==> src/rtl/core/multiplicative_hash_key_value_store_defines.svh <==
// Assertion macros for the key-value store.
`ifndef MULTIPLICATIVE_HASH_KEY_VALUE_STORE_DEFINES_SVH
`define MULTIPLICATIVE_HASH_KEY_VALUE_STORE_DEFINES_SVH
`ifndef ASSERT_OFF
`define MHKV_ASSERT_IMPL(label, clk, rst_n, prop, msg) \
    label: assert property (@(posedge clk) disable iff (!rst_n) (prop)) else $error(msg);
`define MHKV_ASSERT_NORST(label, clk, prop, msg) \
    label: assert property (@(posedge clk) (prop)) else $error(msg);
`else
`define MHKV_ASSERT_IMPL(label, clk, rst_n, prop, msg)
`define MHKV_ASSERT_NORST(label, clk, prop, msg)
`endif
`endif

==> src/rtl/core/mhkv_pkg.sv <==
package mhkv_pkg;
    localparam int Buckets   = 64;
    localparam int Ways      = 4;
    localparam int Slots     = Buckets * Ways;
    localparam int SlotW     = $clog2(Slots);
    localparam int WayW      = (Ways > 1) ? $clog2(Ways) : 1;
    localparam int WayCntW   = $clog2(Ways + 1);
    localparam logic [6:0]  SizeReset = 7'd7;
    localparam logic [31:0] GoldenQ32 = 32'h9E3779B9;

    typedef enum logic [1:0] {
        FUNC_INSERT   = 2'd0,
        FUNC_REMOVE   = 2'd1,
        FUNC_CONTAINS = 2'd2,
        FUNC_LOOKUP   = 2'd3
    } t_func;

    typedef enum logic [1:0] {
        ST_DONE     = 2'd0,
        ST_NOTFOUND = 2'd1,
        ST_FULL     = 2'd2
    } t_status;

    typedef struct packed {
        logic [1:0]  func;
        logic signed [31:0] key_in;
        logic signed [31:0] value_in;
    } t_req;

    typedef struct packed {
        logic        found;
        logic signed [31:0] value_out;
        logic [1:0]  status;
        logic [6:0]  bucket_index;
    } t_rsp;

    typedef enum logic [3:0] {
        S_IDLE, S_MOD1, S_H0, S_MULA, S_MULB, S_MOD2, S_SCAN, S_WAIT, S_SCANCHK,
        S_DONE
    } t_state;

    typedef struct packed {
        logic       start;
        logic [63:0] dividend;
        logic [6:0] divisor;
    } t_mod_req;

    typedef struct packed {
        logic       done;
        logic [6:0] rem;
    } t_mod_rsp;
endpackage

==> src/rtl/core/mhkv_mod.sv <==
module mhkv_mod (
    input  logic              i_clk,
    input  logic              i_rst_n,
    input  mhkv_pkg::t_mod_req i_req,
    output mhkv_pkg::t_mod_rsp o_rsp
);
    import mhkv_pkg::*;
    // restoring remainder, one dividend bit per cycle
    logic [63:0] r_dvd, n_dvd;
    logic [7:0]  r_rem, n_rem;
    logic [6:0]  r_cnt, n_cnt;
    logic        r_busy, n_busy, r_done, n_done;
    logic [7:0]  shifted;

    always_comb begin
        shifted = {r_rem[6:0], r_dvd[63]};
        n_dvd = r_dvd; n_rem = r_rem; n_cnt = r_cnt;
        n_busy = r_busy; n_done = 1'b0;
        if (i_req.start) begin
            n_dvd = i_req.dividend; n_rem = '0; n_cnt = 7'd64; n_busy = 1'b1;
        end else if (r_busy) begin
            n_dvd = {r_dvd[62:0], 1'b0};
            n_rem = (shifted >= {1'b0, i_req.divisor}) ?
                    shifted - {1'b0, i_req.divisor} : shifted;
            n_cnt = r_cnt - 7'd1;
            if (r_cnt == 7'd1) begin
                n_busy = 1'b0; n_done = 1'b1;
            end
        end
    end

    always_ff @(posedge i_clk) begin
        r_dvd <= n_dvd; r_rem <= n_rem; r_cnt <= n_cnt;
        if (!i_rst_n) begin
            r_busy <= 1'b0; r_done <= 1'b0;
        end else begin
            r_busy <= n_busy; r_done <= n_done;
        end
    end

    assign o_rsp.done = r_done;
    assign o_rsp.rem  = r_rem[6:0];
endmodule

==> config.mk <==
export PLATFORM = sky130hd
export DESIGN_NAME = mhkv_mod
export DESIGN_NICKNAME = d
export VERILOG_FILES = /design/src/rtl/core/multiplicative_hash_key_value_store_defines.svh /design/src/rtl/core/mhkv_pkg.sv /design/src/rtl/core/mhkv_mod.sv
export SDC_FILE = /design/constraint.sdc
export NUM_CORES = 1
export LEC_CHECK = 0
export BUFFER_PORTS_ARGS = -buffer_cell sky130_fd_sc_hd__buf_2
export CAP_MARGIN = 20
export CORE_AREA = 4 4 92 94
export CTS_BUF_LIST = sky130_fd_sc_hd__clkbuf_4 sky130_fd_sc_hd__clkbuf_8
export CTS_CLUSTER_DIAMETER = 150
export DETAILED_ROUTE_END_ITERATION = 8
export DIE_AREA = 0 0 96 98
export MAX_ROUTING_LAYER = met4
export PLACE_DENSITY = 0.73
export SYNTH_ARGS = -nofsm -noshare
export SYNTH_HDL_FRONTEND = slang
export SYNTH_SLANG_ARGS = --single-unit
==> constraint.sdc <==
create_clock -name i_clk -period 2.5 [get_ports i_clk]
set_clock_uncertainty 0.05 [all_clocks]
set_input_delay 0.5 -clock i_clk [delete_from_list [all_inputs] [get_ports i_clk]]
set_output_delay 0.5 -clock i_clk [all_outputs]
set_load 0.02 [all_outputs]
Yosys cells after proc, flatten, opt, wreduce, memory -nomap -nowiden

Index checks and enable logic that the tools add are counted.
Widths: inputs -> output; s select.

Register bits after elaboration: 80
Input bits: 74
Output and inout port bits: 8
Logic and storage cells: 20

Add/sub/neg operators: 2
Order comparisons: 1
Equal/unequal tests: 1
Multiplexer cells: 7
Bitwise gates (word level): 2
Reductions and logical operators: 2

Operators by type and width:

| operator            | number |
|---|---|
| $mux 64             | 2 |
| $ge 8x7->1          | 1 |
| $eq 7x1->1 const B  | 1 |
| $mux 7              | 1 |
| $sub 7x1->7 const B | 1 |
| $sub 7x7->7         | 1 |
| $mux 1              | 4 |
| $reduce_or 3->1     | 1 |
| $not 1->1           | 2 |
| $reduce_bool 2->1   | 1 |

Logic depth before layout (Yosys ltp)

Depth after elaboration: 4
Mapped depth: 10
Mapped depth without buffers: 9

Worst setup path after synthesis

No wires, ideal clock.

Path type: input -> register
From: input port i_req[0] (netlist name)
To: register r_rem[5]
Library setup time: 91 ps
Arrival time: 2,197 ps
Data required time: 2,359 ps
Path slack: 162 ps
Stages on the path: 9
Path buffers: 1
Cell sequence: ha_1 -> inv_1 -> fa_1 -> a211oi_2 -> o21ai_1 -> a41o_1 -> buf_6 -> or2_0 -> a311oi_1

Cells in the longest elaborated chain, start to end: 2
Elaborated cells between the ends (all ways): 3
Classes of those cells: add/sub: 1; order compare: 1; mux: 1

Ends and longest elaborated chain:

| what                                             | line                           | RTL |
|---|---|---|
| from (decl)                                      | mhkv_mod.sv:4                  | `input mhkv_pkg::t_mod_req i_req,` |
| $sub 7x7->7 / $ge 8x7->1 (equally long branches) | mhkv_mod.sv:24, mhkv_mod.sv:23 |  |
| $mux 7 (*)                                       | mhkv_mod.sv:23                 | `n_rem = (shifted >= {1'b0, i_req.divisor}) ?` |
| to (signal assigned)                             | mhkv_mod.sv:33                 | `r_dvd <= n_dvd; r_rem <= n_rem; r_cnt <= n_cnt;` |
| to (decl)                                        | mhkv_mod.sv:10                 | `logic [7:0] r_rem, n_rem;` |

Every way passes the cells marked *; elsewhere a longest branch is shown, timed or not.
A chain may end at the register's enable or synchronous reset.

Worst setup path in the final report

From: register r_dvd[63]
To: register r_rem[0]

Cells in the longest elaborated chain, start to end: 2
Elaborated cells between the ends (all ways): 3
Classes of those cells: add/sub: 1; order compare: 1; mux: 1

Ends and longest elaborated chain:

| what                                             | line                           | RTL |
|---|---|---|
| from (decl)                                      | mhkv_mod.sv:9                  | `logic [63:0] r_dvd, n_dvd;` |
| from (signal assigned)                           | mhkv_mod.sv:33                 |  |
| $sub 7x7->7 / $ge 8x7->1 (equally long branches) | mhkv_mod.sv:24, mhkv_mod.sv:23 |  |
| $mux 7 (*)                                       | mhkv_mod.sv:23                 |  |

Marks and branches as above.

==> impl_metrics.json <==
{
  "die_y_um": 98,
  "avgSynthCellArea_um2": 14.21,
  "finalCritPeriodShare_pct": 93.03,
  "maxCapViolCount": 0,
  "clock_latency_ns": 0.35,
  "placed_cells_incl_taps": 437,
  "fmax_ghz": 0.4300,
  "clock-sinks": 80,
  "rows": 32,
  "r2r_slack_ns": 0.17,
  "syn_to_final_growth_pct": 20.00,
  "drt_wl_total_mm": 6.630,
  "slew_headroom_pct": 53.14,
  "hold_viol_final": 0,
  "io_pins": 82,
  "htreeDepth": 3,
  "grt_pass1_vias": 2259,
  "critPathRequiredTime_ns": 2.68,
  "power.leakage_nw": 1.795,
  "cts_root_buf": "clkbuf_8",
  "cp.arrival_ns": 2.51,
  "rr_endpoint": "r_rem[0]$_SDFFE_PP0P_",
  "ant_nets": 0,
  "start_util_pct": 48.51,
  "wire_per_inst_um": 14.64,
  "crit_path_end_kind": "flip-flop",
  "pwr_density_cell_mw_per_mm2": 684.0,
  "via_count": 2294,
  "clk_pin_slew_ns": 0.07,
  "syn-cell-area_mm2": 0.003710,
  "layout_commonest_cell": "buf_2",
  "gr-total-overflow": 0,
  "path_max_fanout": 3,
  "min_path_type": "input port to flip-flop",
  "cts_buffer_depth": 2,
  "final_nets": 431,
  "yosysUniqueCellTypes": 41,
  "grt_max_degree": 49,
  "setup_viol": 0,
  "ir_worst_vdd_mv": 0.3646,
  "final_cell_mix": "buf_2, edfxtp_1, mux2_2, dfxtp_1, nor2_1",
  "fin_cells": 453,
  "fin_crit_ns": 2.326,
  "layout_setup_ws_ns": 0.1742,
  "drv_slew": 0,
  "synth.net_count": 345,
  "firstDrtPassIters": 4,
  "netlist_instances": 261,
  "async_reset_ff_share_pct": 0,
  "die_area_mm2": 0.009408,
  "gr-usage-all-layers_pct": 15.58,
  "cts_tree": "done",
  "drc": 0,
  "portBuffers": 81,
  "core_area_mm2": 0.007647,
  "status": "completed",
  "grt_antenna_before_repair": 0,
  "reg2regPathDepth": 9,
  "vias_per_cell": 5.064,
  "drive_above_1_share_pct": 49.29,
  "grt_setup_unrepaired": "no",
  "cts_buffers": 9,
  "gp_congestion": 0.9028,
  "ys_seq_area_share_pct": 60.44,
  "tightest_slew_ns": 0.7019,
  "pre_cts_slack_ns": -0.01858,
  "synthFlopType": "edfxtp_1",
  "grt_pass1_wl_mm": 10.96,
  "p_total_mw": 3.045,
  "antenna_cells": 0,
  "drt_iter0_drc": 72,
  "path_class": "flip-flop to flip-flop",
  "synth_warnings": 0,
  "crit_path_start_kind": "flip-flop",
  "crit_start": "r_dvd[63]$_DFFE_PP_",
  "reg2reg_from": "r_dvd[63]$_DFFE_PP_",
  "worstSetupEndpoint": "r_rem[0]$_SDFFE_PP0P_",
  "synth_enable_flop_cells": 64,
  "dp_hpwl_mm": 4.608,
  "ys_seq_elements": 80,
  "die_w_um": 96
}
## per-stage QoR
step | area, um2 | hold WS [ns] | utilization [%] | TNS [ns]
CTS | 4432 | 0.3065 | 57.95 | 0
global route | 4452 | 0.3337 | 58.21 | 0
detailed placement | 4243 | 0.4500 | 55.48 | -0.04615
floorplan | 3710 | 0.4144 | - | 0
finish | 4452 | 0.3272 | 58.21 | 0
global placement | 4243 | 0.4284 | 55.48 | 0
## layout make-up
type	instances	area, um2
clock buffers	10	131.4
clock inverters	5	57.56
fillers	646	3196
inverters	13	48.80
multi-input cells	155	1371
flip-flops and latches	80	2242
well taps	102	127.6
repair buffers	88	473.0
## routing by layer
| layer | wire length (um) | GRT usage, % | vias up | share of wire [%] |
|---|---|---|---|---|
| li1 | - | - | 1143 | - |
| met1 | 2954 | 20.32 | 1081 | 45 |
| met2 | 3144 | 22.04 | 62 | 47 |
| met3 | 467 | 6.317 | 8 | 7.0 |
| met4 | 64 | 5.142 | 0 | 0.97 |
| met5 | 0 | - | - | 0 |
## timing repair
item / 4_1_cts / 5_1_grt
hold buffers: 0 / 0
setup endpoints to repair: 0 / 6
resized for setup: 0 / 3
setup buffers: 0 / 1
## worst min path at each step
stage	to	from	depth (start not counted)
after CTS	r_busy$_SDFF_PN0_	i_rst_n	3
after global placement	r_cnt[1]$_SDFFE_PP0P_	r_cnt[1]$_SDFFE_PP0P_	2
after global routing	r_busy$_SDFF_PN0_	i_rst_n	3
after floorplan	r_cnt[1]$_SDFFE_PP0P_	r_cnt[1]$_SDFFE_PP0P_	2
final	r_busy$_SDFF_PN0_	i_rst_n	3
after detailed placement	r_cnt[1]$_SDFFE_PP0P_	r_cnt[1]$_SDFFE_PP0P_	2
## sequential cells by signal, summed over array words and instances (netlist names)
register	cells
r_cnt	7
r_busy	1
r_rem	7
r_done	1
r_dvd	64
## worst max-delay path, cell delays in order, from the launching register on
cell and delay (ns):
edfxtp_1 0.41, inv_1 0.08, ha_1 0.15, inv_1 0.06, fa_2 0.35, a211oi_2 0.26, o21ai_1 0.10, a41o_1 0.26
nor4bb_1 0.14, or3_1 0.36
## kinds of logic (layout without fill, tap and decap cells)
| family | Yosys count | count (layout) | synth area share, % |
|---|---|---|---|
| DFF | 80 | 80 | 60.44 |
| muxes | 67 | 67 | 20.20 |
| and+or+nand+nor | 47 | 47 | 6.746 |
| buffers and inverters | 26 | 116 | 2.934 |
| AOI/OAI and AO/OA | 23 | 23 | 4.216 |
| adders and majority gates | 10 | 10 | 3.575 |
| xor gates and xnor gates | 8 | 8 | 1.889 |
## power by group
part | switching [mW] | leakage (nW) | internal (mW)
combinational | 0.215 | 0.929 | 0.247
sequential | 0.0606 | 0.776 | 1.60
clock | 0.453 | 0.0898 | 0.467
total | 0.729 | 1.79 | 2.32
## Yosys cell counts, types with 2 or more instances
library cell	count	area (um2)
nor3_1	5	25.02
o21ai_0	6	30.03
nor3b_1	3	22.52
nand2_1	7	26.28
or3b_2	2	17.52
nor2_1	14	52.55
clkbuf_1	9	33.78
a211oi_1	5	37.54
xnor2_1	3	26.28
buf_1	2	7.510
inv_1	13	48.80
nand2b_1	3	18.77
mux2_2	63	709.4
ha_1	9	112.6
mux2i_1	4	40.04
xor2_1	5	43.79
dfxtp_1	16	320.3
edfxtp_1	64	1922
a21oi_1	4	20.02
or3_1	3	18.77
(Power assumes the default switching activity.)
